===== src/rtl/silhouette_edge_finder_unit_defines.svh =====
// ----------------------------------------------------------------------------
// Assertion macros for the silhouette edge finder
// Shared property forms, clocked on clk_i and disabled during reset.
// ----------------------------------------------------------------------------
`ifndef SILHOUETTE_EDGE_FINDER_UNIT_DEFINES_SVH
`define SILHOUETTE_EDGE_FINDER_UNIT_DEFINES_SVH

// Same-cycle implication.
`define SEF_ASSERT_IMP(lbl, ante, cons, msg) \
  lbl: assert property (@(posedge clk_i) disable iff (!rst_ni) (ante) |-> (cons)) \
    else $error(msg);

// Next-cycle implication.
`define SEF_ASSERT_NXT(lbl, ante, cons, msg) \
  lbl: assert property (@(posedge clk_i) disable iff (!rst_ni) (ante) |=> (cons)) \
    else $error(msg);

`endif


===== src/rtl/sef_pkg.sv =====
// ----------------------------------------------------------------------------
// Silhouette edge finder package
// Shared constants, command codes and payload types.
// ----------------------------------------------------------------------------
`default_nettype none

package sef_pkg;

  localparam int unsigned MaxVertices    = 1024;
  localparam int unsigned EdgesPerVertex = 32;
  localparam int unsigned VtxW           = $clog2(MaxVertices);
  localparam int unsigned SlotW          = $clog2(EdgesPerVertex);
  localparam int unsigned CntW           = $clog2(EdgesPerVertex + 1);
  localparam int unsigned EdgeAddrW      = VtxW + SlotW;
  localparam int unsigned EdgeW          = VtxW + 1;
  localparam int unsigned CfgIdxW        = 2;
  localparam int unsigned CfgDataW       = 16;

  // Register indexes of the configuration port.
  localparam logic [CfgIdxW-1:0] CfgLightX = 2'd0;
  localparam logic [CfgIdxW-1:0] CfgLightY = 2'd1;
  localparam logic [CfgIdxW-1:0] CfgLightZ = 2'd2;

  typedef enum logic [1:0] {
    CMD_CLEAR = 2'd0,
    CMD_LOAD  = 2'd1,
    CMD_TRI   = 2'd2,
    CMD_SCAN  = 2'd3
  } cmd_e;

  // A position or light direction: three signed 16-bit components.
  typedef struct packed {
    logic signed [15:0] x;
    logic signed [15:0] y;
    logic signed [15:0] z;
  } vec_t;

  // Status from the facing unit.
  typedef struct packed {
    logic done;
    logic lit;
  } fac_stat_t;

endpackage

`default_nettype wire


===== src/rtl/sef_facing.sv =====
// ----------------------------------------------------------------------------
// Triangle facing unit
// Computes sign((B-A) x (C-A) . L) with one shared multiplier.
// ----------------------------------------------------------------------------
`default_nettype none

module sef_facing (
  input  wire logic           clk_i,
  input  wire logic           rst_ni,
  input  wire logic           start_i,
  input  wire sef_pkg::vec_t  pos_a_i,
  input  wire sef_pkg::vec_t  pos_b_i,
  input  wire sef_pkg::vec_t  pos_c_i,
  input  wire sef_pkg::vec_t  light_i,
  output sef_pkg::fac_stat_t  stat_o
);
  import sef_pkg::*;

  typedef enum logic [2:0] {
    F_IDLE = 3'b001,
    F_MUL  = 3'b010,
    F_ACC  = 3'b100
  } fstate_e;

  typedef struct packed {
    logic signed [16:0] x;
    logic signed [16:0] y;
    logic signed [16:0] z;
  } dvec_t;

  localparam logic [3:0] LastStep = 4'd8;

  fstate_e            state_q, state_d;
  logic [3:0]         step_q, step_d;
  dvec_t              d1_q, d1_d, d2_q, d2_d;
  logic signed [33:0] n0_q, n0_d, n1_q, n1_d, n2_q, n2_d;
  logic signed [51:0] prod_q, prod_d, acc_q, acc_d;
  logic               done_q, done_d, lit_q, lit_d;
  logic signed [34:0] op_a;
  logic signed [16:0] op_b;
  logic signed [51:0] acc_base;
  logic               first_step, sub_step;

  // Operand selection for the step sequence: six cross-product terms, then the dot.
  always_comb begin
    op_a = '0;
    op_b = '0;
    unique case (step_q)
      4'd0: begin op_a = 35'(d1_q.y); op_b = d2_q.z; end
      4'd1: begin op_a = 35'(d1_q.z); op_b = d2_q.y; end
      4'd2: begin op_a = 35'(d1_q.z); op_b = d2_q.x; end
      4'd3: begin op_a = 35'(d1_q.x); op_b = d2_q.z; end
      4'd4: begin op_a = 35'(d1_q.x); op_b = d2_q.y; end
      4'd5: begin op_a = 35'(d1_q.y); op_b = d2_q.x; end
      4'd6: begin op_a = 35'(n0_q);   op_b = 17'(light_i.x); end
      4'd7: begin op_a = 35'(n1_q);   op_b = 17'(light_i.y); end
      4'd8: begin op_a = 35'(n2_q);   op_b = 17'(light_i.z); end
      default: begin op_a = '0; op_b = '0; end
    endcase
  end

  assign first_step = (step_q == 4'd0) || (step_q == 4'd2) || (step_q == 4'd4) ||
                      (step_q == 4'd6);
  assign sub_step   = (step_q == 4'd1) || (step_q == 4'd3) || (step_q == 4'd5);
  assign acc_base   = first_step ? '0 : acc_q;

  // Sequencer: multiply in F_MUL, accumulate in F_ACC.
  always_comb begin
    state_d = state_q;
    step_d  = step_q;
    d1_d    = d1_q;
    d2_d    = d2_q;
    n0_d    = n0_q;
    n1_d    = n1_q;
    n2_d    = n2_q;
    prod_d  = prod_q;
    acc_d   = acc_q;
    done_d  = 1'b0;
    lit_d   = lit_q;
    unique case (state_q)
      F_IDLE: begin
        if (start_i) begin
          d1_d.x  = 17'(pos_b_i.x) - 17'(pos_a_i.x);
          d1_d.y  = 17'(pos_b_i.y) - 17'(pos_a_i.y);
          d1_d.z  = 17'(pos_b_i.z) - 17'(pos_a_i.z);
          d2_d.x  = 17'(pos_c_i.x) - 17'(pos_a_i.x);
          d2_d.y  = 17'(pos_c_i.y) - 17'(pos_a_i.y);
          d2_d.z  = 17'(pos_c_i.z) - 17'(pos_a_i.z);
          step_d  = '0;
          state_d = F_MUL;
        end
      end
      F_MUL: begin
        prod_d  = op_a * op_b;
        state_d = F_ACC;
      end
      F_ACC: begin
        acc_d = sub_step ? (acc_base - prod_q) : (acc_base + prod_q);
        if (step_q == 4'd1) n0_d = acc_d[33:0];
        if (step_q == 4'd3) n1_d = acc_d[33:0];
        if (step_q == 4'd5) n2_d = acc_d[33:0];
        if (step_q == LastStep) begin
          lit_d   = (acc_d > 52'sd0);
          done_d  = 1'b1;
          state_d = F_IDLE;
        end else begin
          step_d  = step_q + 4'd1;
          state_d = F_MUL;
        end
      end
      default: state_d = F_IDLE;
    endcase
  end

  always_ff @(posedge clk_i or negedge rst_ni) begin
    if (!rst_ni) begin
      state_q <= F_IDLE;
      step_q  <= '0;
      done_q  <= 1'b0;
    end else begin
      state_q <= state_d;
      step_q  <= step_d;
      done_q  <= done_d;
    end
  end

  // Datapath registers carry no reset.
  always_ff @(posedge clk_i) begin
    d1_q   <= d1_d;
    d2_q   <= d2_d;
    n0_q   <= n0_d;
    n1_q   <= n1_d;
    n2_q   <= n2_d;
    prod_q <= prod_d;
    acc_q  <= acc_d;
    lit_q  <= lit_d;
  end

  assign stat_o.done = done_q;
  assign stat_o.lit  = lit_q;

endmodule

`default_nettype wire

===== config.mk =====
export PLATFORM = sky130hd
export DESIGN_NAME = sef_facing
export DESIGN_NICKNAME = d
export VERILOG_FILES = /design/src/rtl/silhouette_edge_finder_unit_defines.svh /design/src/rtl/sef_pkg.sv /design/src/rtl/sef_facing.sv
export SDC_FILE = /design/constraint.sdc
export NUM_CORES = 2
export LEC_CHECK = 0
export BUFFER_PORTS_ARGS = -buffer_cell sky130_fd_sc_hd__buf_2
export CAP_MARGIN = 20
export CORE_ASPECT_RATIO = 0.9
export CORE_MARGIN = 1
export CORE_UTILIZATION = 60
export DETAILED_ROUTE_END_ITERATION = 8
export MAX_ROUTING_LAYER = met4
export PLACE_DENSITY = 0.9
export SLEW_MARGIN = 20
export SYNTH_ARGS = -nofsm -noshare
export SYNTH_HDL_FRONTEND = slang
export SYNTH_SLANG_ARGS = --single-unit

===== constraint.sdc =====
create_clock -name clk_i -period 18.4 [get_ports clk_i]
set_clock_uncertainty 0.15 [all_clocks]
set_input_delay 0.92 -clock clk_i [delete_from_list [all_inputs] [get_ports clk_i]]
set_output_delay 0.92 -clock clk_i [all_outputs]
set_load 0.02 [all_outputs]

==> run_results.csv <==
group,metric,value,unit
outcome,status,"finished clean",
clock_network,max-clock-path-buffers,3,
synthesis,dominantRegCellSynth,"edfxtp_1",
routing,ant_nets,0,
synthesis,synth.yosys.warnings,0,
timing,slew_viol_final,0,
run,max_cap_viol_count,0,
worst_setup_path,path_max_fanout,33,
clock_network,post_cts_setup_buffers,0,
synthesis,synth_top_cell_area_share,28.9,%
global_route,number_of_antenna_violations_at_the_first_check_in_global_routing,11,
placed_design,dpl.hpwl,92500,µm
global_route,globalRouteOverflowTotal,0,
clock_network,worstSkewPairLatency,0.59,ns
clock_network,cts_max_level,2,
global_route,gr-usage-all-layers,36.6,%
floorplanning,placement_rows,88,
synthesis,ys_async_sr_fraction,2.52,%
worst_setup_path,r2r_start,"step_q[0]$_DFFE_PN0P_",
timing,rsz0062_at_grt,"false",
synthesis,synth_top_cell_by_area,"fa_1",
cells_and_area,layout-drive-gt1-share,8.08,%
placed_design,port_buffers,196,
global_route,number_of_global_route_vias_before_repair,32424,
floorplanning,start_util,60.7,%
clock_network,holdBufCountCts,0,
cells_and_area,multi_input_comb_area,0.0265,mm²
worst_setup_path,timing.critical_path.required,18.58,ns
routing,detail_route.drc_violations,0,
synthesis,distinct_cell_type_count_of_the_synthesized_netlist,69,
cells_and_area,combined_flip_flop_and_latch_cell_area,0.00948,mm²
worst_setup_path,depth_of_the_worst_register_to_register_path,33,
timing,slew_headroom,22.7,%
cells_and_area,final_net_count,5276,
floorplanning,boundaryPins,197,
timing,tns,0,ns
clock_network,cts_repair_resize_count,0,
clock_network,cts-buffers-inserted,34,
routing,first_iter_violations,3991,
worst_hold_path,worst_hold_path_type,"in -> async",
worst_setup_path,critical-path-top-delay-family,"adder cells",
synthesis,synth_enable_flop_cells,309,
worst_setup_path,critPathBufInv,7,
routing,dr.pass1.iters,6,
clock_network,cts_num_sinks,317,
worst_setup_path,worst_ep_arrival_time,10.54,ns
timing,final_setup_viols,0,
timing,fin_crit,10.36,ns
global_route,global_route_wire_length_before_repair,180000,µm
timing,tightest_slew,1.13,ns
routing,viasPerCell,6.13,
synthesis,synth_top_cells_by_area,"fa_1 29%, edfxtp_1 24%, ha_1 8.7%, inv_1 6.8%, nor2_1 4.9%",
floorplanning,die-height,244,µm
timing,finalHoldViolations,0,
worst_setup_path,rrSetupSlack,8.04,ns
floorplanning,die-width,271,µm
placed_design,dpl_worst_slack,8.42,ns
worst_setup_path,worstReg2RegEnd,"prod_q[49]$_DFFE_PP_",
worst_setup_path,critical-path-max-stage-delay,0.61,ns
routing,routedWlPerCell,22.5,µm
synthesis,syn-cell-area,0.0390,mm²
floorplanning,overall_die_area,0.0660,mm²
worst_setup_path,critical-path-slowest-cell,"o311ai_1",
clock_network,clkTransAtPathRegs,0.06,ns
timing,max_freq,0.0965,GHz
worst_setup_path,worstSetupPathType,"reg -> reg",
routing,totalWireLength,116000,µm
timing,finalWorstSetupSlack,8.04,ns
timing,period_share,56.3,%
synthesis,synth_sequential_area_ratio,24.3,%
synthesis,synth_nets,5139,
clock_network,clk_root_buffer_cell,"clkbuf_16",
cells_and_area,n_fill_cell,4779,
floorplanning,design.core.area,0.0642,mm²
routing,routed_via_count,31461,
synthesis,postSynthAreaPerCell,9.48,µm²
worst_setup_path,cp-end-kind,"flip-flop",
worst_setup_path,setup.worst_path.start_class,"flip-flop",
synthesis,netlist_instances,4109,
placed_design,place.gp.congestion,1.04,
cells_and_area,area_delta_synth_final,8.49,%
clock_network,clock_tree_from_tritoncts,"built",
global_route,grt_max_degree,82,
synthesis,yosys_register_bits,317,
==> sequential cells by signal, summed over array words and instances, names as in the netlist <==
register  cells
n0_q         34
d1_q         51
state_q       3
lit_q         1
n2_q         34
acc_q        52
step_q        4
prod_q       52
d2_q         51
n1_q         34
done_q        1
==> synth_stat cells (all sizes together), types with 5 or more instances <==
| library cell | count |
|---|---|
| inv | 706 |
| fa | 563 |
| nor2 | 506 |
| nand2 | 416 |
| edfxtp | 309 |
| ha | 272 |
| a21oi | 157 |
| xnor2 | 138 |
| clkbuf | 134 |
| o21ai | 131 |
| a22oi | 69 |
| and2 | 69 |
| xor2 | 60 |
| a21o | 53 |
| nor2b | 45 |
| nand4 | 42 |
| nor3 | 35 |
| a21boi | 33 |
| nand3 | 33 |
| nand2b | 29 |
| a221oi | 28 |
| o21a | 25 |
| a31oi | 20 |
| a221o | 19 |
| and4 | 19 |
| and3 | 18 |
| or3 | 16 |
| o21bai | 13 |
| or2 | 13 |
| a211oi | 11 |
| nor4 | 11 |
| o211ai | 10 |
| o31ai | 10 |
| buf | 9 |
| o22ai | 9 |
| o41ai | 8 |
| dfrtp | 7 |
| or4 | 7 |
| o31a | 6 |
| mux2i | 5 |
| nand3b | 5 |
==> metal layers <==
metal,part of all wire [%],wire (µm),track usage [%],vias to the layer above
met5,0,0,-,-
met4,6.9,7960,20.1,0
met3,11,13200,7.90,458
met2,46,52700,57.0,2196
met1,36,41800,44.7,15133
li1,-,-,-,13674
==> cell usage in the layout (no fill, tap or decap), types with 19 or more instances in the layout <==
cell	synthesis	final
inv_1	706	706
fa_1	563	563
nor2_1	506	501
nand2_1	416	416
edfxtp_1	309	309
ha_1	272	272
buf_2	0	196
a21oi_1	156	154
xnor2_1	138	138
o21ai_0	110	110
a22oi_1	69	69
and2_1	69	67
xor2_1	60	60
a21o_1	53	53
buf_4	2	48
nor2b_1	45	45
nand4_1	42	42
nor3_1	35	35
clkbuf_16	0	34
a21boi_0	31	31
nand3_1	33	30
nand2b_1	29	29
o21a_1	25	25
o21ai_1	21	20
a31oi_1	19	19
a221o_1	19	19
and4_1	19	19
==> final cells by class <==
cell class / count / area share [%]
antenna: 7 / 0.0414
clock buffer: 40 / 2.07
clock inverter: 22 / 0.716
inverter: 706 / 6.27
multi-input combinational: 2943 / 62.8
sequential: 317 / 22.4
tap: 855 / 2.53
timing repair buffer: 244 / 3.17
==> worst max path at each step <==
stage	to	cells past startpoint	start	slack, ns
floorplan	d1_q[0]$_DFFE_PP_	1	start_i	6.71
global placement	prod_q[51]$_DFFE_PP_	28	step_q[0]$_DFFE_PN0P_	8.72
detailed placement	prod_q[49]$_DFFE_PP_	30	step_q[0]$_DFFE_PN0P_	8.42
CTS	prod_q[49]$_DFFE_PP_	30	step_q[0]$_DFFE_PN0P_	8.30
global route	prod_q[51]$_DFFE_PP_	33	step_q[0]$_DFFE_PN0P_	7.75
finish	prod_q[49]$_DFFE_PP_	33	step_q[0]$_DFFE_PN0P_	8.04
==> per-stage QoR <==
stage / util [%] / hold slack [ns] / cell area (µm²) / std cells
floorplan: - / 0.345 / 39000 / 4109
finish: 65.9 / 0.0380 / 42300 / 5134
global route: 65.9 / 0.0464 / 42300 / 5133
CTS: 65.8 / 0.0395 / 42300 / 5127
detailed placement: 64.0 / 0.514 / 41100 / 5065
global placement: 64.0 / 0.480 / 41100 / 5065
==> cell families (layout without fill, tap and decap cells) <==
kind of cell | Yosys count | in the layout | share of synthesized area (%)
AND/OR/NAND/NOR | 1280 | 1280 | 14.7
buffers and inverters | 849 | 1012 | 8.20
adder cells (fa/ha/maj) | 835 | 835 | 37.7
AO/OA/AOI/OAI | 625 | 625 | 10.5
flip-flops | 317 | 317 | 24.3
XOR/XNOR | 198 | 198 | 4.45
multiplexers | 5 | 5 | 0.128
other | 0 | 7 | 0
Power is left out: the tool's default activity adds up to more than one toggle a clock period on the data nets, which glitch-free logic cannot reach.
